--- config.mk ---
export PLATFORM = sky130hd
export DESIGN_NAME = median_step_event_detector_top
export DESIGN_NICKNAME = d
export VERILOG_FILES = /design/src/hdl/msed_pkg.sv /design/src/hdl/median_step_event_detector_top.sv
export SDC_FILE = /design/constraint.sdc
export NUM_CORES = 2
export LEC_CHECK = 0
export BUFFER_PORTS_ARGS = -buffer_cell sky130_fd_sc_hd__buf_2
export CAP_MARGIN = 10
export CORE_MARGIN = 3
export CORE_UTILIZATION = 64
export CTS_CLUSTER_SIZE = 30
export DETAILED_ROUTE_END_ITERATION = 12
export GPL_ROUTABILITY_DRIVEN = 0
export PLACE_DENSITY = 0.81
export SLEW_MARGIN = 10
export SYNTH_ARGS = -nofsm -noshare
export SYNTH_HDL_FRONTEND = slang
export SYNTH_SLANG_ARGS = --single-unit
--- constraint.sdc ---
create_clock -name clock -period 35 [get_ports clock]
set_input_delay 8.75 -clock clock [delete_from_list [all_inputs] [get_ports clock]]
set_output_delay 8.75 -clock clock [all_outputs]
set_load 0.05 [all_outputs]
--- src/hdl/msed_pkg.sv ---
`timescale 1ns / 1ps
`default_nettype none

package msed_pkg;

   // Default field widths.
   localparam int MINUTE_BITS_DEF = 24;
   localparam int SAMPLE_BITS_DEF = 17;

   // Configuration register widths.
   localparam int THR_BITS = 17;
   localparam int WIN_BITS = 3;

   // History depths.
   localparam int HIST_LEN = 10;
   localparam int STEP_LEN = 5;

   // Minute lag between the sample just taken and the checked step.
   localparam int CAND_LAG = 6;

   // Configuration reset values (Q12.4 lux, minutes).
   localparam logic [THR_BITS-1:0] STEP_THR_RESET  = THR_BITS'(960);
   localparam logic [THR_BITS-1:0] CLASS_THR_RESET = THR_BITS'(2960);
   localparam logic [WIN_BITS-1:0] MERGE_WIN_RESET = WIN_BITS'(3);

   // Configuration register map.
   localparam int CSR_INDEX_BITS = 2;
   typedef enum logic [CSR_INDEX_BITS-1:0] {
      CSR_STEP_THR  = 2'd0,
      CSR_CLASS_THR = 2'd1,
      CSR_MERGE_WIN = 2'd2
   } csr_index_type;

   // Lamp class codes.
   localparam logic LAMP_STRONG = 1'b0;
   localparam logic LAMP_WEAK   = 1'b1;

endpackage

`default_nettype wire

--- src/hdl/median_step_event_detector_top.sv ---
// Median step event detector.
//
// Takes one signed Q12.4 lux luminance sample per minute on the req_ stream
// and reports lamp on/off steps on the rsp_ stream. Each step is the median
// of the newest five samples minus the median of the five before; a local
// peak above step_threshold becomes a candidate, candidates within
// merge_window minutes fold into one pending event, and the event is sent
// once no later candidate can merge into it. rsp_tdata carries the minute
// and the signed step, rsp_tuser the strong/weak lamp class.
// The csr_ channel writes the two thresholds and the merge window; it is
// ready outside reset and must only be used while no transaction is in flight.
// Throughput: one transaction per cycle while the receiver does not stall the
// output. A result that a sample causes passes the input stage, the median
// stage and the event stage before it is loaded into the output register.
// Reset clears all history, counters and the pending event, reloads the
// register defaults, empties the output register and holds req_tready and
// csr_ready low. When the receiver stalls with a result waiting, the whole
// pipeline holds and req_tready drops; with the output register empty or
// draining, req_tready stays high.
`timescale 1ns / 1ps
`default_nettype none

module median_step_event_detector_top
   import msed_pkg::*;
#(
   parameter int MINUTE_BITS = MINUTE_BITS_DEF,
   parameter int SAMPLE_BITS = SAMPLE_BITS_DEF,
   localparam int STEP_BITS      = SAMPLE_BITS + 1,
   localparam int REQ_TDATA_BITS = ((SAMPLE_BITS + 7) / 8) * 8,
   localparam int RSP_TDATA_BITS = ((MINUTE_BITS + STEP_BITS + 7) / 8) * 8
) (
   input  wire logic                      clock,
   input  wire logic                      reset,
   // Sample stream
   input  wire logic                      req_tvalid,
   output logic                           req_tready,
   input  wire logic [REQ_TDATA_BITS-1:0] req_tdata,   // [SAMPLE_BITS-1:0] luma_sample
   // Event stream
   output logic                           rsp_tvalid,
   input  wire logic                      rsp_tready,
   output logic [RSP_TDATA_BITS-1:0]      rsp_tdata,   // event_minute, then event_step
   output logic                           rsp_tuser,   // lamp_class
   // Register writes
   input  wire logic                      csr_valid,
   output logic                           csr_ready,
   input  wire logic [CSR_INDEX_BITS-1:0] csr_index,
   input  wire logic [THR_BITS-1:0]       csr_data
);

   localparam int CMP_BITS = (STEP_BITS > THR_BITS) ? STEP_BITS : THR_BITS;

   typedef logic signed [SAMPLE_BITS-1:0] sample_type;
   typedef logic signed [STEP_BITS-1:0]   step_type;
   typedef logic        [STEP_BITS-1:0]   mag_type;
   typedef logic        [MINUTE_BITS-1:0] minute_type;
   typedef sample_type five_type [5];

   // Compare-exchange pairs of a five-input sorting network.
   localparam int NET_A [9] = '{0, 3, 2, 2, 0, 0, 1, 1, 1};
   localparam int NET_B [9] = '{1, 4, 4, 3, 3, 2, 4, 3, 2};

   function automatic sample_type median5(input five_type v_in);
      five_type   v;
      sample_type t;
      v = v_in;
      for (int k = 0; k < 9; k++) begin
         if (v[NET_B[k]] < v[NET_A[k]]) begin
            t          = v[NET_A[k]];
            v[NET_A[k]] = v[NET_B[k]];
            v[NET_B[k]] = t;
         end
      end
      return v[2];
   endfunction

   function automatic mag_type step_mag(input step_type v);
      return (v < 0) ? mag_type'(-v) : mag_type'(v);
   endfunction

   // ---------------------------------------------------------------------
   // Configuration registers
   // ---------------------------------------------------------------------
   logic [THR_BITS-1:0] step_thr_ff, class_thr_ff;
   logic [WIN_BITS-1:0] merge_win_ff;

   assign csr_ready = !reset;

   always_ff @(posedge clock) begin
      if (reset) begin
         step_thr_ff  <= STEP_THR_RESET;
         class_thr_ff <= CLASS_THR_RESET;
         merge_win_ff <= MERGE_WIN_RESET;
      end else if (csr_valid) begin
         case (csr_index_type'(csr_index))
            CSR_STEP_THR:  step_thr_ff  <= csr_data;
            CSR_CLASS_THR: class_thr_ff <= csr_data;
            CSR_MERGE_WIN: merge_win_ff <= csr_data[WIN_BITS-1:0];
            default: ;
         endcase
      end
   end

   // ---------------------------------------------------------------------
   // Pipeline advance: hold everything while a result waits on the receiver
   // ---------------------------------------------------------------------
   logic rsp_valid_ff;
   logic advance;
   logic accept;

   assign advance    = !rsp_valid_ff || rsp_tready;
   assign req_tready = advance && !reset;
   assign accept     = req_tvalid && req_tready;

   // ---------------------------------------------------------------------
   // Stage 1: shift the sample history, count minutes and warm-up
   // ---------------------------------------------------------------------
   sample_type          hist_ff [HIST_LEN];
   minute_type          minute_ff;
   logic [3:0]          fill_ff;
   logic [3:0]          fill_in;
   logic                s1_valid_ff;
   minute_type          s1_minute_ff;

   assign fill_in = (fill_ff < 4'(HIST_LEN)) ? fill_ff + 4'd1 : fill_ff;

   always_ff @(posedge clock) begin
      if (reset) begin
         for (int i = 0; i < HIST_LEN; i++) begin
            hist_ff[i] <= '0;
         end
         minute_ff   <= '0;
         fill_ff     <= '0;
         s1_valid_ff <= 1'b0;
      end else if (advance) begin
         // Only a full history produces a step worth checking.
         s1_valid_ff <= accept && (fill_in >= 4'(HIST_LEN));
         if (accept) begin
            for (int i = 0; i < HIST_LEN - 1; i++) begin
               hist_ff[i] <= hist_ff[i+1];
            end
            hist_ff[HIST_LEN-1] <= sample_type'(req_tdata[SAMPLE_BITS-1:0]);
            minute_ff           <= minute_ff + minute_type'(1);
            fill_ff             <= fill_in;
         end
      end
   end

   always_ff @(posedge clock) begin
      if (advance && accept) begin
         s1_minute_ff <= minute_ff - minute_type'(CAND_LAG);
      end
   end

   // ---------------------------------------------------------------------
   // Stage 2: two medians and their difference into the step history
   // ---------------------------------------------------------------------
   five_type   old_five, new_five;
   step_type   step_new;
   step_type   steps_ff [STEP_LEN];
   logic       s2_valid_ff;
   minute_type s2_minute_ff;

   always_comb begin
      for (int i = 0; i < 5; i++) begin
         old_five[i] = hist_ff[i];
         new_five[i] = hist_ff[i+5];
      end
      step_new = step_type'(median5(new_five)) - step_type'(median5(old_five));
   end

   always_ff @(posedge clock) begin
      if (reset) begin
         for (int i = 0; i < STEP_LEN; i++) begin
            steps_ff[i] <= '0;
         end
         s2_valid_ff <= 1'b0;
      end else if (advance) begin
         s2_valid_ff <= s1_valid_ff;
         if (s1_valid_ff) begin
            for (int i = 0; i < STEP_LEN - 1; i++) begin
               steps_ff[i] <= steps_ff[i+1];
            end
            steps_ff[STEP_LEN-1] <= step_new;
         end
      end
   end

   always_ff @(posedge clock) begin
      if (advance && s1_valid_ff) begin
         s2_minute_ff <= s1_minute_ff;
      end
   end

   // ---------------------------------------------------------------------
   // Stage 3: peak check, merge into the pending event, decide emission
   // ---------------------------------------------------------------------
   mag_type    center_mag;
   logic       cand;
   minute_type dist_old, dist_new;
   logic       pend_valid_ff, pend_valid_in;
   minute_type pend_minute_ff, pend_minute_in;
   step_type   pend_step_ff, pend_step_in;
   logic       emit;
   minute_type emit_minute;
   step_type   emit_step;
   logic       emit_class;

   always_comb begin
      // Candidate: the middle step is large enough and a local peak.
      center_mag = step_mag(steps_ff[2]);
      cand       = CMP_BITS'(center_mag) > CMP_BITS'(step_thr_ff);
      for (int i = 0; i < STEP_LEN; i++) begin
         if (step_mag(steps_ff[i]) > center_mag) begin
            cand = 1'b0;
         end
      end

      pend_valid_in  = pend_valid_ff;
      pend_minute_in = pend_minute_ff;
      pend_step_in   = pend_step_ff;
      emit           = 1'b0;
      emit_minute    = pend_minute_ff;
      emit_step      = pend_step_ff;
      dist_old       = s2_minute_ff - pend_minute_ff;

      if (s2_valid_ff) begin
         if (cand) begin
            if (pend_valid_ff && dist_old <= minute_type'(merge_win_ff)) begin
               // Fold in; the strictly larger step wins, ties keep the older.
               if (center_mag > step_mag(pend_step_ff)) begin
                  pend_minute_in = s2_minute_ff;
                  pend_step_in   = steps_ff[2];
               end
            end else begin
               // Too far to merge: flush the old event, start a new one.
               emit           = pend_valid_ff;
               pend_valid_in  = 1'b1;
               pend_minute_in = s2_minute_ff;
               pend_step_in   = steps_ff[2];
            end
         end
      end

      dist_new = s2_minute_ff - pend_minute_in;
      if (s2_valid_ff && !emit && pend_valid_in &&
          dist_new >= minute_type'(merge_win_ff)) begin
         // No later candidate can reach this event any more.
         emit          = 1'b1;
         emit_minute   = pend_minute_in;
         emit_step     = pend_step_in;
         pend_valid_in = 1'b0;
      end

      emit_class = (CMP_BITS'(step_mag(emit_step)) > CMP_BITS'(class_thr_ff)) ?
                   LAMP_STRONG : LAMP_WEAK;
   end

   always_ff @(posedge clock) begin
      if (reset) begin
         pend_valid_ff  <= 1'b0;
         pend_minute_ff <= '0;
         pend_step_ff   <= '0;
         rsp_valid_ff   <= 1'b0;
      end else if (advance) begin
         pend_valid_ff  <= pend_valid_in;
         pend_minute_ff <= pend_minute_in;
         pend_step_ff   <= pend_step_in;
         rsp_valid_ff   <= emit;
      end
   end

   // ---------------------------------------------------------------------
   // Output register
   // ---------------------------------------------------------------------
   minute_type rsp_minute_ff;
   step_type   rsp_step_ff;
   logic       rsp_class_ff;

   always_ff @(posedge clock) begin
      if (advance && emit) begin
         rsp_minute_ff <= emit_minute;
         rsp_step_ff   <= emit_step;
         rsp_class_ff  <= emit_class;
      end
   end

   assign rsp_tvalid = rsp_valid_ff;
   assign rsp_tdata  = RSP_TDATA_BITS'({rsp_step_ff, rsp_minute_ff});
   assign rsp_tuser  = rsp_class_ff;

endmodule

`default_nettype wire

==> results.txt <==
By area, the combinational part of the netlist is dominated by simple AND/OR/NAND/NOR gates. The average instance area after synthesis came out at 9.226 µm². The number of synthesized flops with an enable pin is 351. The clock slew seen by the registers of the worst setup and hold paths is 0.06 ns.

The post-layout net count is 4898. For the pin with the worst max-slew slack, the measured transition is 1.170 ns. The layout-stage area growth over the synthesis result came out at 6.866%. For this run, the top clock speed supported by timing is 0.04919 GHz. The number of antenna repair diodes is 0.

The die height came out at 256.6 µm. The minimum clock period came out at 20.33 ns. The floorplan has 91 rows. The most numerous cell on the critical path is a21oi_1. The final routed wirelength across all metal layers is 97.75 mm. The die is 256.6 µm wide. The data required time of the critical path is 35.34 ns. TritonCTS built the clock tree.

The max-capacitance violation count is 0. The violation count after the first detailed-routing iteration came out at 2634. The global-route usage over all layers is 0.2889. The final setup violation count came out at 0. The mux cell area share after synthesis came out at 0.1144. The initial antenna violation count is 0.

The remaining routing DRC violations came out at 0. The leading register cell type out of synthesis is edfxtp_1. For the worst setup path, the data arrival time is 20.66 ns. The largest net degree at the start of global routing came out at 92. The insertion delay to the later sink of the worst-skew pair came out at 0.63 ns. The peak per-stage delay on the critical path came out at 0.79 ns. The count of nets left with antenna violations after detail routing is 0.

The total number of H-tree levels is 2. The simple-gate share of the synthesized area is 0.1657. In this run the cell area of the synthesized design comes to 40200 µm². Setup repair after global routing left no endpoint under its margin. The proportion of layout cells with a drive suffix above 1 is 0.07708. The compound-cell area share of the yosys netlist came out at 0.1478. The final hold violation count is 0. For this run, the share of the core covered by cells in the final layout is 0.6936. The worst setup path is launched from a flop. The total of buffers placed on input and output ports came out at 86.

The final global-route overflow total came out at 0. In the final routed layout, each cell accounts on average for 18.67 µm. The number of buffers on the longest clock path is 3. The fraction of registers with async set or reset after synthesis is 0.

The placed wire-length estimate after detailed placement is 73.92 mm. The number of warnings issued by yosys is 0. The post-route setup TNS is 0 ns. Pin placement for this block handled 100 I/O pins. The largest fanout of any net on the critical path came out at 45.

The number of clock sinks seen by CTS came out at 462. The vias after detailed routing is 32.20k. Clock tree synthesis selected as its root buffer the cell clkbuf_16. The worst slew margin relative to its limit is 0.2200. The wire length of the first global-routing pass came out at 156.9 mm. The area of the placeable core is 61940 µm². The number of post-CTS setup repair buffers is 0. The number of flip-flops and latches in the synthesized netlist is 462.

The largest clock skew in the final design is 0.02924 ns. The number of resized instances in the post-cts repair step came out at 0. The capturing element type of the critical path is a flop. The type of the worst min-delay path is reg -> reg.

The first-pass iteration count of the detailed router came out at 6. Of the total synthesized cell area, the portion taken by XOR and XNOR cells is 0.03835. The initial utilization of the core area, before any placement, comes to 0.6490. The number of pins exceeding their max-slew limit in the final report came out at 0.

The count of hold buffers inserted by post-cts repair came out at 0. By startpoint and endpoint, the worst setup path is classified as reg -> reg. After technology mapping, the gate count stands at 4357. The flow ran to the end, and the final reports show no timing, DRC or antenna violations. The share of the Yosys chip area taken by registers is 0.3175. Of the total synthesized cell area, the portion taken by full adders, half adders and majority gates is 0.1543. The final cycle utilization of the critical path is 0.5808. The floorplan die area is 65860 µm². The number of global-route vias before repair came out at 30.60k. The count of cell types in the netlist is 105.

On the critical path, the stage with the largest delay is an instance of nor2_4. In the routed layout, each cell is associated on average with a via count of 6.151. The number of clock buffers added by TritonCTS is 50.
layout make-up:
cell class,instances,area (µm²)
well taps,837,1047
fillers,4746,18980
inverters,447,1678
clock inverters,28,397.9
flip-flops and latches,462,12760
multi-input cells,3284,25080
clock buffers,66,1370
repair buffers,111,620.6
logic make-up after synthesis:
logic type      after synthesis
compound gates              885
flops                       462
other cells                   1
mux                         447
fa+ha+maj                   494
xor+xnor                    176
simple gates               1276
buf+inv                     616
Yosys cell counts (102+ instances only):
cell type | number | share of area
ha_1 | 491 | 0.15
inv_1 | 446 | 0.042
mux2i_1 | 374 | 0.093
edfxtp_1 | 351 | 0.26
nand2_1 | 278 | 0.026
nor2_1 | 270 | 0.025
a21oi_1 | 247 | 0.031
and2_1 | 188 | 0.029
o21ai_0 | 165 | 0.021
dfxtp_1 | 111 | 0.055
clkbuf_1 | 108 | 0.010
a21o_1 | 104 | 0.019
xnor2_1 | 102 | 0.022
cell usage in the layout, fill, tap and decap left out, drive strengths merged, types with 26 or more instances in the layout:
| cell type | count |
|---|---|
| ha | 491 |
| inv | 449 |
| mux2i | 376 |
| edfxtp | 351 |
| nand2 | 279 |
| nor2 | 273 |
| a21oi | 250 |
| o21ai | 193 |
| and2 | 189 |
| dfxtp | 111 |
| buf | 111 |
| a21o | 104 |
| xnor2 | 102 |
| and3 | 97 |
| nand4 | 81 |
| xor2 | 74 |
| mux2 | 71 |
| clkbuf | 66 |
| nor3 | 63 |
| a211oi | 63 |
| nand2b | 60 |
| nor2b | 56 |
| nand3 | 55 |
| o21a | 38 |
| nor4 | 38 |
| o211ai | 36 |
| o31ai | 28 |
| or3 | 26 |
final timing paths:
check | from | end | slack (ns) | cells after the start
max | hist_ff[4][16]$_SDFFCE_PN0P_ | steps_ff[4][16]$_SDFFCE_PN0P_ | 14.67 | 76
min | s1_minute_ff[20]$_DFFE_PP_ | s2_minute_ff[20]$_DFFE_PP_ | 0.42 | 0
max reg2reg | hist_ff[4][16]$_SDFFCE_PN0P_ | steps_ff[4][16]$_SDFFCE_PN0P_ | 14.67 | 76
min reg2reg | s1_minute_ff[20]$_DFFE_PP_ | s2_minute_ff[20]$_DFFE_PP_ | 0.42 | 0
sequential cells by signal, indices dropped and copies added, names as in the netlist:
signal and count:
pend_step_ff 18, rsp_minute_ff 24, s2_minute_ff 24, rsp_tvalid 1
rsp_tuser 1, hist_ff 170, fill_ff 4, minute_ff 24
s1_valid_ff 1, steps_ff 90, step_thr_ff 17, class_thr_ff 17
pend_valid_ff 1, pend_minute_ff 24, s2_valid_ff 1, merge_win_ff 3
rsp_step_ff 18, s1_minute_ff 24
routing by layer:
metal,global-route usage,vias up,part of all wire
met1,0.3835,15120,0.43
met5,0,-,0
met4,0.1128,0,0.042
met3,0.03595,256,0.062
li1,-,15760,-
met2,0.4822,1059,0.46
through the flow:
step                worst slack, ns  cells  instance area, µm²  hold slack (ns)
floorplan                     16.56   4362               40220           0.4003
global placement              15.61   5141               41190           0.4008
detailed placement            15.29   5141               41190           0.4052
CTS                           15.16   5235               42960           0.4201
global route                  13.16   5235               42960           0.4346
finish                        14.67   5235               42960           0.4185
worst max-delay path, delay by kind of cell, from the launching register on:
family | cells | cell delay (ns)
adder cells (fa/ha/maj) | 7 | 2.37
buffers and inverters | 9 | 1.83
flip-flops | 1 | 0.43
multiplexers | 6 | 2.22
AO/OA/AOI/OAI | 33 | 8.68
AND/OR/NAND/NOR | 19 | 4.03
XOR/XNOR | 2 | 0.39
Power is left out: the tool's default activity adds up to more than one toggle a clock period on the data nets, which glitch-free logic cannot reach.
